### src/rtl/core/ugbb_pkg.sv
// ----------------------------------------------------------------------------
// ugbb_pkg: shared types and constants for the uniform grid box binning block
// Grid sizes, field widths, register indexes, result codes, controller states
// and the command/status bundles between controller and datapath.
// ----------------------------------------------------------------------------
`default_nettype none

package ugbb_pkg;

  // Grid geometry and list sizes
  localparam int GRID_X     = 8;
  localparam int GRID_Y     = 8;
  localparam int CELL_SLOTS = 16;
  localparam int COLLIDERS  = 256;
  localparam int MAX_OUT    = 64;
  localparam int NCELLS     = GRID_X * GRID_Y;

  // Internal widths derived from the geometry
  localparam int XW     = (GRID_X > 1) ? $clog2(GRID_X) : 1;
  localparam int YW     = (GRID_Y > 1) ? $clog2(GRID_Y) : 1;
  localparam int IDX_W  = (NCELLS > 1) ? $clog2(NCELLS) : 1;
  localparam int CNT_W  = $clog2(CELL_SLOTS + 1);
  localparam int LSLOT_W = $clog2(CELL_SLOTS);
  localparam int MEM_AW = IDX_W + LSLOT_W;
  localparam int N_W    = $clog2(MAX_OUT);
  localparam int ID_W   = (COLLIDERS > 1) ? $clog2(COLLIDERS) : 1;

  // Fixed field widths of the interface
  localparam int COORD_W    = 16;
  localparam int LEN_W      = 15;
  localparam int CELLS_W    = 4;
  localparam int CIDX_W     = 6;
  localparam int SLOT_W     = 4;
  localparam int STATUS_W   = 2;
  localparam int CFG_IDX_W  = 3;
  localparam int CFG_DATA_W = 16;
  localparam int IN_DATA_W  = 72;
  localparam int OUT_DATA_W = 16;

  // Divider: 17-bit signed difference, 16-bit magnitude, 17-bit signed quotient
  localparam int DIFF_W = COORD_W + 1;
  localparam int MAG_W  = COORD_W;
  localparam int Q_W    = COORD_W + 1;
  localparam int STEP_W = $clog2(MAG_W);

  // Box corner order (also the order of the corners in tdata)
  localparam logic [1:0] BOX_MIN_X = 2'd0;
  localparam logic [1:0] BOX_MIN_Y = 2'd1;
  localparam logic [1:0] BOX_MAX_X = 2'd2;
  localparam logic [1:0] BOX_MAX_Y = 2'd3;

  // Configuration register indexes
  typedef enum logic [CFG_IDX_W-1:0] {
    CFG_GRID_MIN_X = 3'd0,
    CFG_GRID_MIN_Y = 3'd1,
    CFG_CELL_LEN_X = 3'd2,
    CFG_CELL_LEN_Y = 3'd3,
    CFG_CELLS_X    = 3'd4,
    CFG_CELLS_Y    = 3'd5
  } cfg_idx_e;

  // Result status codes
  typedef enum logic [STATUS_W-1:0] {
    RES_STORED  = 2'd0,
    RES_FULL    = 2'd1,
    RES_NONE    = 2'd2,
    RES_CLEARED = 2'd3
  } res_status_e;

  // Controller states
  typedef enum logic [3:0] {
    S_IDLE,
    S_CLEAR,
    S_DIV_LD,
    S_DIV_RUN,
    S_DIV_ST,
    S_CHECK,
    S_EMPTY,
    S_RD,
    S_WR
  } state_e;

  // Controller to datapath commands
  typedef struct packed {
    logic load;        // capture the accepted request
    logic div_load;    // load divider with the current corner
    logic div_step;    // one restoring-division step
    logic div_store;   // store signed quotient, move to next corner
    logic visit_start; // load cell walk from the clamped ranges
    logic emit_clear;  // clear lists and post the cleared result
    logic emit_empty;  // post the no-cell result
    logic emit_cell;   // update the current cell, post result, advance
  } ugbb_cmd_t;

  // Datapath to controller status
  typedef struct packed {
    logic div_done;   // divider is on its final step
    logic op_last;    // current corner is the last one
    logic empty;      // clamped range covers no cell
    logic cell_last;  // current cell is the final one of the walk
    logic out_free;   // output register can take a result
  } ugbb_sts_t;

endpackage

`default_nettype wire

### src/rtl/core/ugbb_ram.sv
// ----------------------------------------------------------------------------
// ugbb_ram: generic single-write, single-read RAM
// One write port and one read port, read data registered.
// ----------------------------------------------------------------------------
`default_nettype none

module ugbb_ram #(
  parameter int WIDTH = 8,
  parameter int DEPTH = 64
) (
  input  wire logic                     clk_i,
  input  wire logic                     we_i,
  input  wire logic [$clog2(DEPTH)-1:0] waddr_i,
  input  wire logic [WIDTH-1:0]         wdata_i,
  input  wire logic [$clog2(DEPTH)-1:0] raddr_i,
  output logic      [WIDTH-1:0]         rdata_o
);

  logic [WIDTH-1:0] mem_q [DEPTH];

  // write port
  always_ff @(posedge clk_i) begin
    if (we_i) begin
      mem_q[waddr_i] <= wdata_i;
    end
  end

  // registered read port
  always_ff @(posedge clk_i) begin
    rdata_o <= mem_q[raddr_i];
  end

endmodule

`default_nettype wire

### src/rtl/core/ugbb_ctrl.sv
// ----------------------------------------------------------------------------
// ugbb_ctrl: request sequencer for the grid binning block
// Steps each insert request through four corner divisions, the range check and
// the cell walk, and posts results into the datapath output register.
// ----------------------------------------------------------------------------
`default_nettype none

module ugbb_ctrl
  import ugbb_pkg::*;
(
  input  wire logic      clk_i,
  input  wire logic      rst_ni,
  input  wire logic      in_valid_i,
  input  wire logic      in_clear_i,
  output logic           in_ready_o,
  input  wire ugbb_sts_t sts_i,
  output ugbb_cmd_t      cmd_o
);

  state_e state_q, state_d;

  // state register
  always_ff @(posedge clk_i or negedge rst_ni) begin
    if (!rst_ni) begin
      state_q <= S_IDLE;
    end else begin
      state_q <= state_d;
    end
  end

  // next state
  always_comb begin
    state_d = state_q;
    unique case (state_q)
      S_IDLE: begin
        if (in_valid_i) begin
          state_d = in_clear_i ? S_CLEAR : S_DIV_LD;
        end
      end
      S_CLEAR: begin
        if (sts_i.out_free) state_d = S_IDLE;
      end
      S_DIV_LD:  state_d = S_DIV_RUN;
      S_DIV_RUN: begin
        if (sts_i.div_done) state_d = S_DIV_ST;
      end
      S_DIV_ST:  state_d = sts_i.op_last ? S_CHECK : S_DIV_LD;
      S_CHECK:   state_d = sts_i.empty ? S_EMPTY : S_RD;
      S_EMPTY: begin
        if (sts_i.out_free) state_d = S_IDLE;
      end
      S_RD:      state_d = S_WR;
      S_WR: begin
        if (sts_i.out_free) state_d = sts_i.cell_last ? S_IDLE : S_RD;
      end
      default:   state_d = S_IDLE;
    endcase
  end

  // command outputs
  always_comb begin
    cmd_o      = '0;
    in_ready_o = 1'b0;
    unique case (state_q)
      S_IDLE: begin
        in_ready_o = 1'b1;
        cmd_o.load = in_valid_i;
      end
      S_CLEAR:   cmd_o.emit_clear  = sts_i.out_free;
      S_DIV_LD:  cmd_o.div_load    = 1'b1;
      S_DIV_RUN: cmd_o.div_step    = 1'b1;
      S_DIV_ST:  cmd_o.div_store   = 1'b1;
      S_CHECK:   cmd_o.visit_start = !sts_i.empty;
      S_EMPTY:   cmd_o.emit_empty  = sts_i.out_free;
      S_RD:      ;
      S_WR:      cmd_o.emit_cell   = sts_i.out_free;
      default:   ;
    endcase
  end

endmodule

`default_nettype wire

### src/rtl/core/ugbb_dp.sv
// ----------------------------------------------------------------------------
// ugbb_dp: datapath of the grid binning block
// Configuration registers, shared bit-serial divider, range clamp, cell walk
// counters, per-cell count and member stores, and the output register.
// ----------------------------------------------------------------------------
`default_nettype none

module ugbb_dp
  import ugbb_pkg::*;
(
  input  wire logic                  clk_i,
  input  wire logic                  rst_ni,
  // configuration writes
  input  wire logic                  cfg_we_i,
  input  wire logic [CFG_IDX_W-1:0]  cfg_idx_i,
  input  wire logic [CFG_DATA_W-1:0] cfg_data_i,
  // request payload
  input  wire logic [IN_DATA_W-1:0]  in_data_i,
  // controller link
  input  wire ugbb_cmd_t             cmd_i,
  output ugbb_sts_t                  sts_o,
  // result channel
  output logic                       out_valid_o,
  input  wire logic                  out_ready_i,
  output logic [CIDX_W-1:0]          out_idx_o,
  output logic [SLOT_W-1:0]          out_slot_o,
  output res_status_e                out_status_o,
  output logic                       out_last_o
);

  // configuration registers
  logic signed [COORD_W-1:0] grid_min_x_q, grid_min_y_q;
  logic [LEN_W-1:0]          len_x_q, len_y_q;
  logic [CELLS_W-1:0]        cells_x_q, cells_y_q;

  always_ff @(posedge clk_i or negedge rst_ni) begin
    if (!rst_ni) begin
      grid_min_x_q <= '0;
      grid_min_y_q <= '0;
      len_x_q      <= LEN_W'(500);
      len_y_q      <= LEN_W'(500);
      cells_x_q    <= CELLS_W'(8);
      cells_y_q    <= CELLS_W'(8);
    end else if (cfg_we_i) begin
      unique case (cfg_idx_i)
        CFG_GRID_MIN_X: grid_min_x_q <= cfg_data_i;
        CFG_GRID_MIN_Y: grid_min_y_q <= cfg_data_i;
        CFG_CELL_LEN_X: len_x_q      <= cfg_data_i[LEN_W-1:0];
        CFG_CELL_LEN_Y: len_y_q      <= cfg_data_i[LEN_W-1:0];
        CFG_CELLS_X:    cells_x_q    <= cfg_data_i[CELLS_W-1:0];
        CFG_CELLS_Y:    cells_y_q    <= cfg_data_i[CELLS_W-1:0];
        default:        ;
      endcase
    end
  end

  // columns and rows in use, saturated to the grid
  logic [CELLS_W-1:0] nx, ny;
  assign nx = (int'(cells_x_q) > GRID_X) ? CELLS_W'(GRID_X) : cells_x_q;
  assign ny = (int'(cells_y_q) > GRID_Y) ? CELLS_W'(GRID_Y) : cells_y_q;

  // request capture
  logic [ID_W-1:0]    id_q;
  logic [COORD_W-1:0] box_q [4];

  always_ff @(posedge clk_i) begin
    if (cmd_i.load) begin
      id_q <= in_data_i[ID_W-1:0];
      for (int i = 0; i < 4; i++) begin
        box_q[i] <= in_data_i[8 + i*COORD_W +: COORD_W];
      end
    end
  end

  // divider operand for the current corner; odd corners are y
  logic [1:0]                op_q;
  logic signed [COORD_W-1:0] coord, origin;
  logic [LEN_W-1:0]          len_raw, den;
  logic signed [DIFF_W-1:0]  diff;
  logic [DIFF_W-1:0]         diff_abs;

  always_comb begin
    coord    = box_q[op_q];
    origin   = op_q[0] ? grid_min_y_q : grid_min_x_q;
    len_raw  = op_q[0] ? len_y_q : len_x_q;
    den      = (len_raw == '0) ? LEN_W'(1) : len_raw;
    diff     = {coord[COORD_W-1], coord} - {origin[COORD_W-1], origin};
    diff_abs = diff[DIFF_W-1] ? DIFF_W'(-diff) : DIFF_W'(diff);
  end

  // restoring divider, one quotient bit per step; quotient shifts into num_q
  logic [MAG_W-1:0]  num_q;
  logic [LEN_W-1:0]  rem_q;
  logic [LEN_W-1:0]  den_q;
  logic              neg_q;
  logic [STEP_W-1:0] step_q;
  logic [LEN_W:0]    rem_sh;
  logic              sub_ok;

  assign rem_sh = {rem_q, num_q[MAG_W-1]};
  assign sub_ok = (rem_sh >= {1'b0, den_q});

  always_ff @(posedge clk_i) begin
    if (cmd_i.div_load) begin
      num_q  <= diff_abs[MAG_W-1:0];
      rem_q  <= '0;
      den_q  <= den;
      neg_q  <= diff[DIFF_W-1];
      step_q <= '0;
    end else if (cmd_i.div_step) begin
      if (sub_ok) begin
        rem_q <= LEN_W'(rem_sh - {1'b0, den_q});
      end else begin
        rem_q <= rem_sh[LEN_W-1:0];
      end
      num_q  <= {num_q[MAG_W-2:0], sub_ok};
      step_q <= step_q + STEP_W'(1);
    end
  end

  // signed quotients per corner
  logic signed [Q_W-1:0] q_q [4];
  logic signed [Q_W-1:0] q_pos;
  assign q_pos = signed'({1'b0, num_q});

  always_ff @(posedge clk_i) begin
    if (cmd_i.div_store) begin
      q_q[op_q] <= neg_q ? -q_pos : q_pos;
    end
  end

  // corner counter
  always_ff @(posedge clk_i or negedge rst_ni) begin
    if (!rst_ni) begin
      op_q <= BOX_MIN_X;
    end else if (cmd_i.load) begin
      op_q <= BOX_MIN_X;
    end else if (cmd_i.div_store) begin
      op_q <= op_q + 2'd1;
    end
  end

  // clamp ranges to the grid in use
  logic signed [Q_W-1:0] nx_m1, ny_m1, x0c, y0c, x1c, y1c;
  logic                  empty;

  always_comb begin
    nx_m1 = signed'({{(Q_W-CELLS_W){1'b0}}, nx}) - Q_W'(1);
    ny_m1 = signed'({{(Q_W-CELLS_W){1'b0}}, ny}) - Q_W'(1);
    x0c   = q_q[BOX_MIN_X][Q_W-1] ? '0 : q_q[BOX_MIN_X];
    y0c   = q_q[BOX_MIN_Y][Q_W-1] ? '0 : q_q[BOX_MIN_Y];
    x1c   = (q_q[BOX_MAX_X] > nx_m1) ? nx_m1 : q_q[BOX_MAX_X];
    y1c   = (q_q[BOX_MAX_Y] > ny_m1) ? ny_m1 : q_q[BOX_MAX_Y];
    empty = (x0c > x1c) || (y0c > y1c);
  end

  // cell walk: row by row, lowest column first
  logic [XW-1:0]  x0n_q, x1n_q, cur_x_q;
  logic [YW-1:0]  y1n_q, cur_y_q;
  logic [N_W-1:0] n_q;
  logic           cell_last;

  assign cell_last = ((cur_x_q == x1n_q) && (cur_y_q == y1n_q))
                     || (n_q == N_W'(MAX_OUT - 1));

  always_ff @(posedge clk_i) begin
    if (cmd_i.visit_start) begin
      x0n_q   <= x0c[XW-1:0];
      x1n_q   <= x1c[XW-1:0];
      y1n_q   <= y1c[YW-1:0];
      cur_x_q <= x0c[XW-1:0];
      cur_y_q <= y0c[YW-1:0];
      n_q     <= '0;
    end else if (cmd_i.emit_cell) begin
      n_q <= n_q + N_W'(1);
      if (cur_x_q == x1n_q) begin
        cur_x_q <= x0n_q;
        cur_y_q <= cur_y_q + YW'(1);
      end else begin
        cur_x_q <= cur_x_q + XW'(1);
      end
    end
  end

  // linear index of the current cell
  logic [YW+CELLS_W-1:0] row_base;
  logic [IDX_W-1:0]      idx;
  assign row_base = {{CELLS_W{1'b0}}, cur_y_q} * {{YW{1'b0}}, nx};
  assign idx      = IDX_W'(row_base + (YW+CELLS_W)'(cur_x_q));

  // per-cell counts: RAM plus a valid bit per cell that reads as zero
  logic [NCELLS-1:0] cnt_vld_q;
  logic [CNT_W-1:0]  cnt_rdata, cnt;
  logic              full;
  logic              cnt_we;

  assign cnt    = cnt_vld_q[idx] ? cnt_rdata : '0;
  assign full   = (int'(cnt) >= CELL_SLOTS);
  assign cnt_we = cmd_i.emit_cell && !full;

  always_ff @(posedge clk_i or negedge rst_ni) begin
    if (!rst_ni) begin
      cnt_vld_q <= '0;
    end else if (cmd_i.emit_clear) begin
      cnt_vld_q <= '0;
    end else if (cnt_we) begin
      cnt_vld_q[idx] <= 1'b1;
    end
  end

  ugbb_ram #(
    .WIDTH (CNT_W),
    .DEPTH (NCELLS)
  ) u_cnt_ram (
    .clk_i   (clk_i),
    .we_i    (cnt_we),
    .waddr_i (idx),
    .wdata_i (cnt + CNT_W'(1)),
    .raddr_i (idx),
    .rdata_o (cnt_rdata)
  );

  // occupant lists, write only
  logic [MEM_AW-1:0] mem_addr;
  assign mem_addr = {idx, cnt[LSLOT_W-1:0]};

  ugbb_ram #(
    .WIDTH (ID_W),
    .DEPTH (NCELLS * CELL_SLOTS)
  ) u_member_ram (
    .clk_i   (clk_i),
    .we_i    (cnt_we),
    .waddr_i (mem_addr),
    .wdata_i (id_q),
    .raddr_i (mem_addr),
    .rdata_o ()
  );

  // output register
  logic        out_valid_q;
  logic        out_free;
  logic        emit_any;

  assign out_free = !out_valid_q || out_ready_i;
  assign emit_any = cmd_i.emit_clear || cmd_i.emit_empty || cmd_i.emit_cell;

  always_ff @(posedge clk_i or negedge rst_ni) begin
    if (!rst_ni) begin
      out_valid_q <= 1'b0;
    end else if (emit_any) begin
      out_valid_q <= 1'b1;
    end else if (out_ready_i) begin
      out_valid_q <= 1'b0;
    end
  end

  always_ff @(posedge clk_i) begin
    if (cmd_i.emit_cell) begin
      out_idx_o    <= CIDX_W'(idx);
      out_slot_o   <= full ? '0 : SLOT_W'(cnt);
      out_status_o <= full ? RES_FULL : RES_STORED;
      out_last_o   <= cell_last;
    end else if (cmd_i.emit_clear || cmd_i.emit_empty) begin
      out_idx_o    <= '0;
      out_slot_o   <= '0;
      out_status_o <= cmd_i.emit_clear ? RES_CLEARED : RES_NONE;
      out_last_o   <= 1'b1;
    end
  end

  assign out_valid_o = out_valid_q;

  // status to controller
  always_comb begin
    sts_o           = '0;
    sts_o.div_done  = (step_q == STEP_W'(MAG_W - 1));
    sts_o.op_last   = (op_q == BOX_MAX_Y);
    sts_o.empty     = empty;
    sts_o.cell_last = cell_last;
    sts_o.out_free  = out_free;
  end

endmodule

`default_nettype wire

### src/rtl/core/uniform_grid_box_binning.sv
// ----------------------------------------------------------------------------
// uniform_grid_box_binning: 2D uniform grid broad-phase binning
// Maps a collider box to grid cells and appends the id to each covered cell's
// occupant list that has a free slot; a clear request empties all lists.
//
//   channel  | dir | handshake              | payload
//   ---------+-----+------------------------+-------------------------------
//   s_axis   | in  | s_axis_tvalid/tready   | tuser req_type, tdata box + id
//   m_axis   | out | m_axis_tvalid/tready   | tdata idx/slot, tuser status,
//            |     |                        | tlast last result of request
//   cfg      | in  | cfg_we_i               | cfg_idx_i, cfg_data_i
//
// Every request is taken in the idle state. An insert then runs the four corner
// divisions (one shared restoring divider, one quotient bit per cycle), each as
// load, run and store, then the range check, then for each covered cell a count
// RAM read and then its update, or posts the no-cell result. A clear posts its
// result once the output register is free.
// The count store clears via per-cell valid bits, at reset too.
// A stalled output holds the walk; one request is in flight at a time.
// ----------------------------------------------------------------------------
`default_nettype none

module uniform_grid_box_binning
  import ugbb_pkg::*;
(
  input  wire logic                  clk_i,
  input  wire logic                  rst_ni,
  // configuration writes
  input  wire logic                  cfg_we_i,
  input  wire logic [CFG_IDX_W-1:0]  cfg_idx_i,
  input  wire logic [CFG_DATA_W-1:0] cfg_data_i,
  // requests
  input  wire logic                  s_axis_tvalid,
  output logic                       s_axis_tready,
  // collider_id[7:0], box_min_x[23:8], box_min_y[39:24],
  // box_max_x[55:40], box_max_y[71:56]
  input  wire logic [IN_DATA_W-1:0]  s_axis_tdata,
  // req_type[0]
  input  wire logic                  s_axis_tuser,
  // results
  output logic                       m_axis_tvalid,
  input  wire logic                  m_axis_tready,
  // cell_index[5:0], slot[9:6], zero fill[15:10]
  output logic [OUT_DATA_W-1:0]      m_axis_tdata,
  // status[1:0]
  output logic [STATUS_W-1:0]        m_axis_tuser,
  output logic                       m_axis_tlast
);

  ugbb_cmd_t   cmd;
  ugbb_sts_t   sts;
  logic        in_ready;
  logic [CIDX_W-1:0] out_idx;
  logic [SLOT_W-1:0] out_slot;
  res_status_e out_status;

  // request sequencer
  ugbb_ctrl u_ctrl (
    .clk_i      (clk_i),
    .rst_ni     (rst_ni),
    .in_valid_i (s_axis_tvalid),
    .in_clear_i (s_axis_tuser),
    .in_ready_o (in_ready),
    .sts_i      (sts),
    .cmd_o      (cmd)
  );

  // datapath
  ugbb_dp u_dp (
    .clk_i        (clk_i),
    .rst_ni       (rst_ni),
    .cfg_we_i     (cfg_we_i),
    .cfg_idx_i    (cfg_idx_i),
    .cfg_data_i   (cfg_data_i),
    .in_data_i    (s_axis_tdata),
    .cmd_i        (cmd),
    .sts_o        (sts),
    .out_valid_o  (m_axis_tvalid),
    .out_ready_i  (m_axis_tready),
    .out_idx_o    (out_idx),
    .out_slot_o   (out_slot),
    .out_status_o (out_status),
    .out_last_o   (m_axis_tlast)
  );

  // result packing
  assign s_axis_tready = in_ready;
  assign m_axis_tdata  = {{(OUT_DATA_W-CIDX_W-SLOT_W){1'b0}}, out_slot, out_idx};
  assign m_axis_tuser  = out_status;

endmodule

`default_nettype wire
### config.mk
export PLATFORM = sky130hd
export DESIGN_NAME = uniform_grid_box_binning
export DESIGN_NICKNAME = d
export VERILOG_FILES = /design/src/rtl/core/ugbb_pkg.sv /design/src/rtl/core/ugbb_ram.sv /design/src/rtl/core/ugbb_ctrl.sv /design/src/rtl/core/ugbb_dp.sv /design/src/rtl/core/uniform_grid_box_binning.sv
export SDC_FILE = /design/constraint.sdc
export NUM_CORES = 1
export LEC_CHECK = 0
export ABC_AREA = 1
export BUFFER_PORTS_ARGS = -buffer_cell sky130_fd_sc_hd__buf_2
export CAP_MARGIN = 10
export CORE_UTILIZATION = 58
export CTS_BUF_LIST = sky130_fd_sc_hd__clkbuf_8
export DETAILED_ROUTE_END_ITERATION = 8
export PLACE_DENSITY = 0.85
export SYNTH_ARGS = -nofsm -noshare
export SYNTH_HDL_FRONTEND = slang
export SYNTH_HIERARCHICAL = 1
export SYNTH_SLANG_ARGS = --single-unit
### constraint.sdc
create_clock -name clk_i -period 6.1 [get_ports clk_i]
set_clock_uncertainty 0.1 [all_clocks]
set_input_delay 0.305 -clock clk_i [delete_from_list [all_inputs] [get_ports clk_i]]
set_output_delay 0.305 -clock clk_i [all_outputs]
set_load 0.03 [all_outputs]
# After elaboration in Yosys (flattened, before gate mapping)
# Memory sizes are Yosys's and may differ from the RTL's. A register that Yosys moved wholly into a read port is not among the register bits.
# Index checks and enable logic that the tools add are counted.
[totals] latchBits=0 mem_count=3 mem_bits_ro=0 reg_bits=226 output_inout_bits=21 ramBits=452
[classes] n_mul=1 order_cmp=10 n_mux=65 div=0 n_eq_ne=22 bitwise=1 n_addsub=13 reduce_logical=30 shift=0
[memory_table] name="u_dp.u_cnt_ram.mem_q" words=64 word_bits=5 rd=1 rd_clocked_by_memory_dff=1 wr=1 line="ugbb_ram.sv:19" text="logic [WIDTH-1:0] mem_q [DEPTH];"
[memory_table] name="u_dp.q_q" words=4 word_bits=17 rd=4 rd_clocked_by_memory_dff=0 wr=1 line="ugbb_dp.sv:122" text="logic signed [Q_W-1:0] q_q [4];"
[memory_table] name="u_dp.box_q" words=4 word_bits=16 rd=1 rd_clocked_by_memory_dff=0 wr=4 line="ugbb_dp.sv:64" text="logic [COORD_W-1:0] box_q [4];"
[op_table] op="two-way mux 64 bit" n=2
[op_table] op="two-way mux 16 bit" n=6
[op_table] op="> comparator 17 bit" n=4
[op_table] op="bitwise OR 64 bit" n=1
[op_table] op="two-way mux 17 bit" n=3
[op_table] op="two-way mux 4 bit" n=9
[op_table] op="one-hot mux 4 bit (8 select lines)" n=1
[op_table] op="two-way mux 15 bit" n=2
[op_table] op="two-way mux 1 bit" n=24
[op_table] op="two-way mux 3 bit" n=8
[op_table] op="negator 16 -> 17 bit" n=1
[op_table] op="subtractor 16 x 16 -> 17 bit" n=1
[op_table] op="== test 4 x 3 -> 1 bit (second input constant)" n=4
[op_table] op=">= comparator 16 x 15 -> 1 bit" n=1
[op_table] op="negator 16 bit" n=1
[op_table] op="logical NOT 15 bit" n=1
[op_table] op="subtractor 15 bit" n=1
[op_table] op="AND reduction 2 bit" n=7
[op_table] op="nonzero test 2 bit" n=7
[op_table] op="two-way mux 6 bit" n=2
[op_table] op="two-way mux 2 bit" n=5
[op_table] op="subtractor 4 x 1 -> 5 bit (second input constant)" n=2
[op_table] op="== test 4 x 2 -> 1 bit (second input constant)" n=2
[op_table] op="== test 4 bit (second input constant)" n=2
[op_table] op="30 further kinds" n=45

# Depth between registers and ports, before layout
# Gate-level depths: netlist of run 1.
[logic_depth] ltp_word=12 ltp_mapped=40 ltp_nobuf=37

# By module
# Netlist of run 1, hierarchy kept.
[modules_own_cells] module="ugbb_dp" n_inst=1 seq_area_each_um2=9711.8 area_per_inst_um2=19837.8 cells_each=2265
[modules_own_cells] module="ugbb_ram" n_inst=1 seq_area_each_um2=9709.3 area_per_inst_um2=13387.8 cells_each=1162
[modules_own_cells] module="ugbb_ctrl" n_inst=1 seq_area_each_um2=100.1 area_per_inst_um2=431.7 cells_each=69
[modules_own_cells] module="uniform_grid_box_binning" n_inst=1 seq_area_each_um2=0.0 area_per_inst_um2=48.8 cells_each=7

# Worst setup path before layout of run 1
# Ideal clock, no wire load.
[synth_path] kind="register to register" from="reg u_dp.cells_x_q[3]" to="mem u_dp/u_cnt_ram/mem_q[0][4] (netlist bit), data pin" stages_incl_launch_ff=24 n_path_buf=0 t_arrival_ps=5750 slack_ps=-106 period_less_slack_ps=6206 path_cell_list="dfstp_2 > nor2_1 > inv_1 > nor2_1 > fa_1 > inv_1 > fa_1 > fa_1 > o21ai_1 > nand2_1 > nand2_1 > nand3_1 > nand2_1 > nand3_2 > o21ai_1 > nor2_1 > nand2_1 > inv_1 > nand2_1 > inv_1 > ha_1 > nand2_1 > o211ai_1 > nand2_1"
[synth_between] elab_chain_len=8
[synth_rtl] item="start: declaration" line="ugbb_dp.sv:34" text="logic [CELLS_W-1:0] cells_x_q, cells_y_q;"
[synth_rtl] item="start signal: assignment" line="ugbb_dp.sv:50" text="CFG_CELLS_X: cells_x_q <= cfg_data_i[CELLS_W-1:0];"
[synth_rtl] item="> comparator 4 bit" line="ugbb_dp.sv:59" text="assign nx = (int'(cells_x_q) > GRID_X) ? CELLS_W'(GRID_X) : cells_x_q;"
[synth_rtl] item="two-way mux 4 bit *" line="ugbb_dp.sv:59"
[synth_rtl] item="multiplier 3 x 4 -> 6 bit *" line="ugbb_dp.sv:188" text="assign row_base = {{CELLS_W{1'b0}}, cur_y_q} * {{YW{1'b0}}, nx};"
[synth_rtl] item="adder 6 x 3 -> 6 bit *" line="ugbb_dp.sv:189" text="assign idx = IDX_W'(row_base + (YW+CELLS_W)'(cur_x_q));"
[synth_rtl] item="named net u_dp.idx[5]" line="ugbb_dp.sv:187" text="logic [IDX_W-1:0] idx;"
[synth_rtl] item="binary-select mux 1 bit (select 6 bit) *" line="ugbb_dp.sv:197" text="assign cnt = cnt_vld_q[idx] ? cnt_rdata : '0;"
[synth_rtl] item="two-way mux 1 bit (implied by the code) *" line="ugbb_dp.sv:197"
[synth_rtl] item="two-way mux 5 bit *" line="ugbb_dp.sv:197"
[synth_rtl] item="named net u_dp.cnt[0]" line="ugbb_dp.sv:193" text="logic [CNT_W-1:0] cnt_rdata, cnt;"
[synth_rtl] item="adder 5 x 1 -> 5 bit *" line="ugbb_dp.sv:218" text=".wdata_i (cnt + CNT_W'(1)),"
[synth_rtl] item="end: declaration" line="ugbb_ram.sv:19"
# Mark *: on every way through the listed nets, which the timed path passes. The rest lies on a longest branch. The select of a mux whose other input is x is not followed.

# Final worst setup path of run 1
[layout_path] from="reg u_dp.cells_x_q[3]" to="mem u_dp/u_cnt_ram/mem_q[27][1] (netlist bit), enable pin"
[layout_between] elab_chain_len=12
[layout_rtl] item="> comparator 4 bit" line="ugbb_dp.sv:59"
[layout_rtl] item="two-way mux 4 bit *" line="ugbb_dp.sv:59"
[layout_rtl] item="multiplier 3 x 4 -> 6 bit *" line="ugbb_dp.sv:188"
[layout_rtl] item="adder 6 x 3 -> 6 bit *" line="ugbb_dp.sv:189"
[layout_rtl] item="binary-select mux 1 bit (select 6 bit) *" line="ugbb_dp.sv:197"
[layout_rtl] item="two-way mux 1 bit (implied by the code) *" line="ugbb_dp.sv:197"
[layout_rtl] item="two-way mux 5 bit *" line="ugbb_dp.sv:197"
[layout_rtl] item=">= comparator 5 bit *" line="ugbb_dp.sv:198" text="assign full = (int'(cnt) >= CELL_SLOTS);"
[layout_rtl] item="logical NOT 1 bit *" line="ugbb_dp.sv:199" text="assign cnt_we = cmd_i.emit_cell && !full;"
[layout_rtl] item="logical AND 1 bit *" line="ugbb_dp.sv:199"
[layout_rtl] item="named net u_dp.cnt_we" line="ugbb_dp.sv:195" text="logic cnt_we;"
[layout_rtl] item="two-way mux 1 bit *" line="ugbb_ram.sv:23" text="if (we_i) begin"
[layout_rtl] item="two-way mux 1 bit (implied by the code) *" line="ugbb_ram.sv:24" text="mem_q[waddr_i] <= wdata_i;"
# Marks and branches as above.

==> impl_table.tex, run 1 <==
\begin{tabular}{lr}
\hline
Metric & Value \\
\hline
\multicolumn{2}{l}{\textbf{Power and ir drop}} \\
\quad Power share of the clock group & 0.205 \\
\quad Switching pwr & 7500 µW \\
\quad Power Internal & 10500 µW \\
\quad Share of total power in sequential cells & 0.376 \\
\quad Total power per unit cell area & 477 mW/mm² \\
\quad Worst ir drop on vdd & 0.351 mV \\
\quad Leakage dissipation & 0.0160 µW \\
\quad Combinational fraction of design power & 0.419 \\
\quad Switch share & 0.417 \\
\multicolumn{2}{l}{\textbf{Floorplan}} \\
\quad Top-level I/O count & 118 \\
\quad Row cnt & 87 \\
\quad Die outline height & 243 µm \\
\quad Effective utilization at floorplan & 0.592 \\
\quad Die width & 243 µm \\
\quad Core footprint & 0.0569 mm² \\
\quad Die area & 0.0591 mm² \\
\multicolumn{2}{l}{\textbf{Global routing}} \\
\quad First-pass GRT wire length & 127000 µm \\
\quad Total gr overflow & 0 \\
\quad Pin count of the biggest net entering global routing & 130 \\
\quad Via count of the first global-routing pass & 25100 \\
\quad GRT Util Overall & 0.269 \\
\quad Initial antenna violation count & 0 \\
\multicolumn{2}{l}{\textbf{Synthesis}} \\
\quad Number of enable flip-flop cells after synthesis & 512 \\
\quad Total of warnings raised by yosys & 6 \\
\quad Area of the mapped netlist & 0.0337 mm² \\
\quad Mean instance size in the synthesized netlist & 9.62 µm² \\
\quad Post-synthesis sequential element count & 683 \\
\quad Biggest area consumer among synthesized cells & sky130\_fd\_sc\_hd\_\_edfxtp\_1 \\
\quad Cell types with the highest counts after synthesis & 934 x sky130\_fd\_sc\_hd\_\_nand2\_1, 512 x sky130\_fd\_sc\_hd\_\_edfxtp\_1, 417 x sky130\_fd\_sc\_hd\_\_nand3\_1 \\
\quad Cell with the most instances after synthesis & sky130\_fd\_sc\_hd\_\_nand2\_1 \\
\quad Seq/Total Area, Yosys & 0.579 \\
\quad Largest cells by area after synthesis & sky130\_fd\_sc\_hd\_\_edfxtp\_1 46\%, sky130\_fd\_sc\_hd\_\_nand2\_1 10\%, sky130\_fd\_sc\_hd\_\_dfrtp\_1 9.4\% \\
\quad Top-area cell type share of the netlist area & 0.456 \\
\quad Cells after synthesis & 3503 \\
\quad Number of distinct library cells after synthesis & 56 \\
\quad Proportion of synthesized flip-flops having asynchronous set or reset & 0.206 \\
\quad Most used DFF post-synth & sky130\_fd\_sc\_hd\_\_edfxtp\_1 \\
\multicolumn{2}{l}{\textbf{Run}} \\
\quad Number of max-cap violations & 0 \\
\multicolumn{2}{l}{\textbf{Drt}} \\
\quad Via total after detailed routing & 26100 \\
\quad \# DRC & 0 \\
\quad First-pass iteration count of the detailed router & 6 \\
\quad DRC violation total after the first TritonRoute iteration & 2580 \\
\quad Routed length on met3 & 6040 µm \\
\quad Count of antenna-violating nets left after detailed routing & 0 \\
\quad Highest signal layer in the routed design & met4 \\
\quad Total length of routed wires & 79800 µm \\
\quad Wire length per cell after detailed routing & 17.6 µm \\
\quad Average vias per placed instance & 5.76 \\
\quad Met1 routed wirelength after detailed routing & 31300 µm \\
\quad Met2 Wirelength & 39500 µm \\
\multicolumn{2}{l}{\textbf{Timing}} \\
\quad Worst-margin pin slew & 1.25 ns \\
\quad Achievable Freq & 170 MHz \\
\quad Number of failing hold endpoints at the final stage & 0 \\
\quad Worst relative slew slack & 0.167 \\
\quad Period utilisation layout & 0.964 \\
\quad Count of endpoints failing setup in the final report & 0 \\
\quad RSZ-0062 raised after global routing & yes \\
\quad Max-slew violation total from the final report & 0 \\
\quad Setup TNS & 0 ns \\
\quad Period minus WS final & 5.88 ns \\
\multicolumn{2}{l}{\textbf{CTS}} \\
\quad Buffer levels on the longest clock path & 3 \\
\quad TritonCTS clock tree & yes \\
\quad Depth of the CTS H-tree & 3 \\
\quad CTS buffer count & 105 \\
\quad CTS Sinks & 683 \\
\quad Clock insertion delay at the later pin of the skew report & 0.73 ns \\
\quad CTS root buf & sky130\_fd\_sc\_hd\_\_clkbuf\_8 \\
\quad Clock transition at path regs & 0.06 ns \\
\multicolumn{2}{l}{\textbf{Final layout}} \\
\quad Share of final-layout standard cells stronger than drive strength 1 & 0.0986 \\
\quad Layout-stage area growth over the synthesis result & 11.8\% \\
\quad Post-layout nets & 3906 \\
\quad Number of antenna cells inserted & 0 \\
\quad Design Area, Final & 0.0377 mm² \\
\multicolumn{2}{l}{\textbf{Placed design}} \\
\quad Count of buffers from port buffering & 103 \\
\quad Gpl congestion & 0.894 \\
\quad Half-perimeter wire length after detailed placement & 49300 µm \\
\quad Total cell area at the placement stage & 0.0347 mm² \\
\multicolumn{2}{l}{\textbf{Worst setup path}} \\
\quad Critical Setup Path Class & reg2reg \\
\quad Startpoint type of the worst setup path & flip-flop \\
\quad Required time at the worst-slack endpoint & 6.36 ns \\
\quad Highest fanout seen on the critical path & 15 \\
\quad Critical R2R Launch & u\_dp/cells\_x\_q[3] \\
\quad Worst Setup End Kind & flip-flop \\
\quad Arrival @ worst endpoint & 6.14 ns \\
\quad Worst Setup SP & u\_dp/cells\_x\_q[3] \\
\multicolumn{2}{l}{\textbf{Min path}} \\
\quad Path type of the worst min-delay path & in2async \\
\multicolumn{2}{l}{\textbf{Outcome}} \\
\quad Status & finished, final reports clean \\
\hline
\end{tabular}
==> cell type report <==
type	instances	area [µm²]
clock buffers	115	1580
clock inverters	83	470
fillers	4139	19200
inverters	270	1020
multi-input cells	2385	12400
flip-flops and latches	683	19500
well taps	756	946
repair buffers	238	1770
==> path summary, 6_finish.rpt <==
check	to	slack, ns	cells past startpoint
setup / recovery	u_dp/u_cnt_ram/mem_q[27][1]	0.22	19
hold / removal	u_dp/cnt_vld_q[59]	0.09	2
setup reg to reg	u_dp/u_cnt_ram/mem_q[27][1]	0.22	19
hold reg to reg	u_dp/rem_q[13]	0.37	2
max in group asynchronous	u_dp/op_q[0]	4.39	3
min in group clk_i	u_dp/cells_y_q[3]	0.11	5
==> timing repair <==
item | CTS | global route
hold buffers | 86 | 0
buffers inserted | 0 | 0
resized for setup | 0 | 10
hold endpoints to repair | 210 | 0
setup endpoints to repair | 0 | 116
==> metrics by stage <==
stage	hold WS, ns	util	power (µW)	worst slack (ns)	instances
3_3_place_gp	0.296	0.610	13900	0.395	4246
2_1_floorplan	-0.0906	-	12100	0.247	3508
3_5_place_dp	0.300	0.610	14100	0.296	4246
4_1_cts	0.0264	0.661	17900	0.218	4530
6_report	0.0928	0.662	18000	0.219	4530
5_1_grt	0.105	0.662	19100	-0.00999	4530
==> state kept, by name, summed over array words and instances (netlist names), 15 cells and up <==
signal and count:
u_dp/box_q 64, u_dp/cnt_vld_q 64, u_dp/den_q 15, u_dp/grid_min_x_q 16
u_dp/grid_min_y_q 16, u_dp/len_x_q 15, u_dp/len_y_q 15, u_dp/num_q 16
u_dp/q_q 68, u_dp/rem_q 15, u_dp/u_cnt_ram/mem_q 320
==> cells by family after synthesis <==
logic type,synth area share
AOI/OAI and AO/OA,0.0694
xor gates and xnor gates,0.0131
adders and majority gates,0.0481
buffers and inverters,0.0567
DFF,0.579
muxes,0.00535
other,0.000111
and+or+nand+nor,0.228
==> power by group through the flow <==
stage	clock, µW	combinational [µW]	sequential, µW
after global placement	0	7070	6830
after detailed placement	0	7270	6850
after CTS	3730	7360	6760
after global routing	3940	8370	6810
final	3690	7550	6770
after floorplan	0	5220	6830
==> cells in the final DEF, fill, tap and decap left out, types with 102 or more instances in the layout <==
| master | count |
|---|---|
| sky130_fd_sc_hd__buf_2 | 102 |
| sky130_fd_sc_hd__clkbuf_8 | 115 |
| sky130_fd_sc_hd__dfrtp_1 | 126 |
| sky130_fd_sc_hd__edfxtp_1 | 512 |
| sky130_fd_sc_hd__ha_1 | 117 |
| sky130_fd_sc_hd__inv_1 | 282 |
| sky130_fd_sc_hd__nand2_1 | 928 |
| sky130_fd_sc_hd__nand3_1 | 415 |
| sky130_fd_sc_hd__nand4_1 | 110 |
| sky130_fd_sc_hd__nor2_1 | 238 |
| sky130_fd_sc_hd__o21ai_0 | 205 |
==> layer usage <==
metal,global-route usage,up-vias
met5,0,-
met4,0.117,0
met3,0.0433,222
met2,0.457,1213
met1,0.339,12200
li1,-,12400
==> worst max-delay path: stages, from the launching register on <==
cell and delay, ns:
sky130_fd_sc_hd__dfstp_2 0.58, sky130_fd_sc_hd__nor2_1 0.08, sky130_fd_sc_hd__inv_1 0.13, sky130_fd_sc_hd__nor2_1 0.08, sky130_fd_sc_hd__fa_1 0.54, sky130_fd_sc_hd__inv_1 0.05
sky130_fd_sc_hd__fa_1 0.51, sky130_fd_sc_hd__fa_1 0.75, sky130_fd_sc_hd__nand3_2 0.39, sky130_fd_sc_hd__o22ai_1 0.30, sky130_fd_sc_hd__nor2_1 0.06, sky130_fd_sc_hd__nand2_1 0.10
sky130_fd_sc_hd__nand4_1 0.08, sky130_fd_sc_hd__o21ai_1 0.10, sky130_fd_sc_hd__nor2_1 0.11, sky130_fd_sc_hd__nand3_2 0.09, sky130_fd_sc_hd__nand2_2 0.06, sky130_fd_sc_hd__inv_2 0.16
sky130_fd_sc_hd__nand4_1 0.59, sky130_fd_sc_hd__nor2_1 0.63
(Power assumes the default switching activity.)
==> run 2: changes to the inputs <==
Settings changed: BUFFER_PORTS_ARGS -buffer_cell sky130_fd_sc_hd__buf_2 to -buffer_cell sky130_fd_sc_hd__buf_4, TNS_END_PERCENT set to 10.
==> run 2 against run 1 <==
Wire length rose by 1.1%. Sequential power barely moved. Register-to-register slack improved by 0.14 ns. Cell area rose by 0.49%. Non-clock buffer count did not move. Global-route usage rose by 0.29 points. Highest routed layer unchanged.
==> impl_table.tex, run 2 (synthesis gave the netlist of run 1 again) <==
\begin{tabular}{lr}
\hline
Metric & Value \\
\hline
\multicolumn{2}{l}{\textbf{Final layout}} \\
\quad Share of final-layout standard cells stronger than drive strength 1 & 0.0947 \\
\quad Commonest cells after routing, fill and taps aside & 928 x sky130\_fd\_sc\_hd\_\_nand2\_1, 512 x sky130\_fd\_sc\_hd\_\_edfxtp\_1, 415 x sky130\_fd\_sc\_hd\_\_nand3\_1 \\
\quad Most frequent standard cell in the layout excluding fill and tap cells & sky130\_fd\_sc\_hd\_\_nand2\_1 \\
\quad Layout-stage area growth over the synthesis result & 12.4\% \\
\quad Post-layout nets & 3904 \\
\quad Biggest register & u\_dp/u\_cnt\_ram/mem\_q \\
\quad Regs by FF count & u\_dp/u\_cnt\_ram/mem\_q x320, u\_dp/q\_q x68 \\
\quad Flip-flop count of the largest register after layout & 320 \\
\quad Finished Core Util & 0.665 \\
\multicolumn{2}{l}{\textbf{Worst setup path}} \\
\quad Endpoint of the worst register-to-register path & u\_dp/u\_cnt\_ram/mem\_q[19][1] \\
\quad Worst Setup SP & u\_dp/cells\_x\_q[3] \\
\quad Required time at the worst-slack endpoint & 6.35 ns \\
\quad R2r worst-path depth & 19 \\
\quad End of the critical path & u\_dp/u\_cnt\_ram/mem\_q[19][1] \\
\quad Register-to-register setup slack & 0.36 ns \\
\quad Arrival @ worst endpoint & 5.99 ns \\
\quad Highest cell delay on the worst timing path & 0.70 ns \\
\quad Highest fanout seen on the critical path & 13 \\
\quad Highest-delay cell along the critical path & sky130\_fd\_sc\_hd\_\_fa\_2 \\
\quad Cells along the critical path & nor2\_1 > inv\_1 > nor2\_1 > fa\_1 > inv\_1 > fa\_1 > fa\_2 > nand3\_2 > o22ai\_1 > nor2\_1 > nand2\_1 > inv\_1 > o21ai\_1 > nor2\_1 > nand3\_2 > nand2\_2 > inv\_2 > nand4\_1 > nor2\_1 \\
\quad Stages on the worst setup path & 19 \\
\quad Worst Setup End Kind & flip-flop \\
\quad Critical R2R Launch & u\_dp/cells\_x\_q[3] \\
\quad Critical Setup Path Class & reg2reg \\
\quad Startpoint type of the worst setup path & flip-flop \\
\quad Cell type group with the largest total delay on the critical path & simple AND/OR/NAND/NOR gates \\
\quad Cell occurring most often along the worst timing path & sky130\_fd\_sc\_hd\_\_nor2\_1 \\
\quad Worst path bufs/invs & 4 \\
\multicolumn{2}{l}{\textbf{Outcome}} \\
\quad Status & finished, final reports clean \\
\multicolumn{2}{l}{\textbf{Timing}} \\
\quad Setup TNS & 0 ns \\
\quad Period minus WS final & 5.74 ns \\
\quad Max-slew violation total from the final report & 0 \\
\quad Worst setup margin & 0.363 ns \\
\quad Count of endpoints failing setup in the final report & 0 \\
\quad Number of failing hold endpoints at the final stage & 0 \\
\quad Achievable Freq & 174 MHz \\
\quad Period utilisation layout & 0.941 \\
\quad Worst relative slew slack & 0.195 \\
\quad Worst-margin pin slew & 1.21 ns \\
\multicolumn{2}{l}{\textbf{Drt}} \\
\quad Total length of routed wires & 80700 µm \\
\quad Via total after detailed routing & 26100 \\
\quad \# DRC & 0 \\
\quad First-pass iteration count of the detailed router & 5 \\
\quad Average vias per placed instance & 5.77 \\
\quad Count of antenna-violating nets left after detailed routing & 0 \\
\quad Wire length per cell after detailed routing & 17.9 µm \\
\quad DRC violation total after the first TritonRoute iteration & 2533 \\
\multicolumn{2}{l}{\textbf{Floorplan}} \\
\quad Die area & 0.0591 mm² \\
\quad Effective utilization at floorplan & 0.592 \\
\quad Row cnt & 87 \\
\quad Top-level I/O count & 118 \\
\quad Die width & 243 µm \\
\quad Core footprint & 0.0569 mm² \\
\quad Die outline height & 243 µm \\
\multicolumn{2}{l}{\textbf{Power and ir drop}} \\
\quad Switching pwr & 7440 µW \\
\quad Total power per unit cell area & 473 mW/mm² \\
\quad Share of total power in sequential cells & 0.377 \\
\quad Power Internal & 10500 µW \\
\quad Worst ir drop on vdd & 0.474 mV \\
\quad Switch share & 0.415 \\
\quad Power share of the clock group & 0.201 \\
\quad Leakage dissipation & 0.0161 µW \\
\quad Combinational fraction of design power & 0.422 \\
\multicolumn{2}{l}{\textbf{Global routing}} \\
\quad Initial antenna violation count & 2 \\
\quad First-pass GRT wire length & 129000 µm \\
\quad Via count of the first global-routing pass & 25200 \\
\quad Total gr overflow & 0 \\
\quad GRT Util Overall & 0.272 \\
\quad Pin count of the biggest net entering global routing & 130 \\
\multicolumn{2}{l}{\textbf{CTS}} \\
\quad CTS buffer count & 103 \\
\quad Clock insertion delay at the later pin of the skew report & 0.73 ns \\
\quad Depth of the CTS H-tree & 3 \\
\quad CTS root buf & sky130\_fd\_sc\_hd\_\_clkbuf\_8 \\
\quad TritonCTS clock tree & yes \\
\quad CTS Sinks & 683 \\
\quad Clock transition at path regs & 0.06 ns \\
\quad Buffer levels on the longest clock path & 3 \\
\multicolumn{2}{l}{\textbf{Run}} \\
\quad Number of max-cap violations & 0 \\
\multicolumn{2}{l}{\textbf{Placed design}} \\
\quad Gpl congestion & 0.903 \\
\quad Count of buffers from port buffering & 103 \\
\quad Half-perimeter wire length after detailed placement & 49300 µm \\
\quad Setup slack after placement & 0.266 ns \\
\multicolumn{2}{l}{\textbf{Min path}} \\
\quad Path type of the worst min-delay path & in2async \\
\hline
\end{tabular}
## run 2: power by group through the flow
stage	logic [µW]	registers, µW	clock network [µW]
2_1_floorplan	5220	6830	0
3_5_place_dp	7310	6830	0
5_1_grt	8420	6790	3860
6_report	7570	6760	3610
4_1_cts	7400	6740	3650
3_3_place_gp	7070	6810	0
## run 2: cell type report
class                   count  area [µm²]
flip-flops and latches    683       19500
fillers                  4176       19100
multi-input cells        2385       12400
repair buffers            238        2030
clock buffers             112        1540
inverters                 270        1020
well taps                 756         946
clock inverters            72         427
diodes                      2        5.00
## run 2: worst min path at each step
stage / startpoint / to / depth (start not counted)
3_3_place_gp: rst_ni / u_dp/cnt_vld_q[41] / 1
3_5_place_dp: rst_ni / u_dp/cnt_vld_q[43] / 1
5_1_grt: rst_ni / u_dp/cnt_vld_q[48] / 2
4_1_cts: cfg_idx_i[0] / u_dp/cells_x_q[3] / 4
6_report: rst_ni / u_dp/cnt_vld_q[44] / 2
2_1_floorplan: rst_ni / u_ctrl/state_q[0] / 0
## run 2: stage by stage
stage / hold slack [ns] / total power (µW) / instances / cell area [µm²]
global route: 0.107 / 19100 / 4518 / 37900
finish: 0.0756 / 17900 / 4518 / 37900
global placement: 0.244 / 13900 / 4245 / 35000
floorplan: -0.0906 / 12100 / 3508 / 33700
CTS: 0.00227 / 17800 / 4515 / 37800
detailed placement: 0.245 / 14100 / 4245 / 35000
## run 2: routing by layer
| metal | vias up | global-route usage | part of all wire |
|---|---|---|---|
| met3 | 232 | 0.0442 | 0.069 |
| met2 | 1095 | 0.470 | 0.50 |
| met5 | - | 0 | 0 |
| li1 | 12400 | - | - |
| met4 | 0 | 0.122 | 0.040 |
| met1 | 12300 | 0.335 | 0.39 |
## run 2: timing repair
item                                   4_1_cts  5_1_grt
gates resized for setup                      0       12
hold buffers                                86        0
endpoints found under the hold margin      204        0
buffers inserted                             0        1
setup endpoints to repair                    0      200
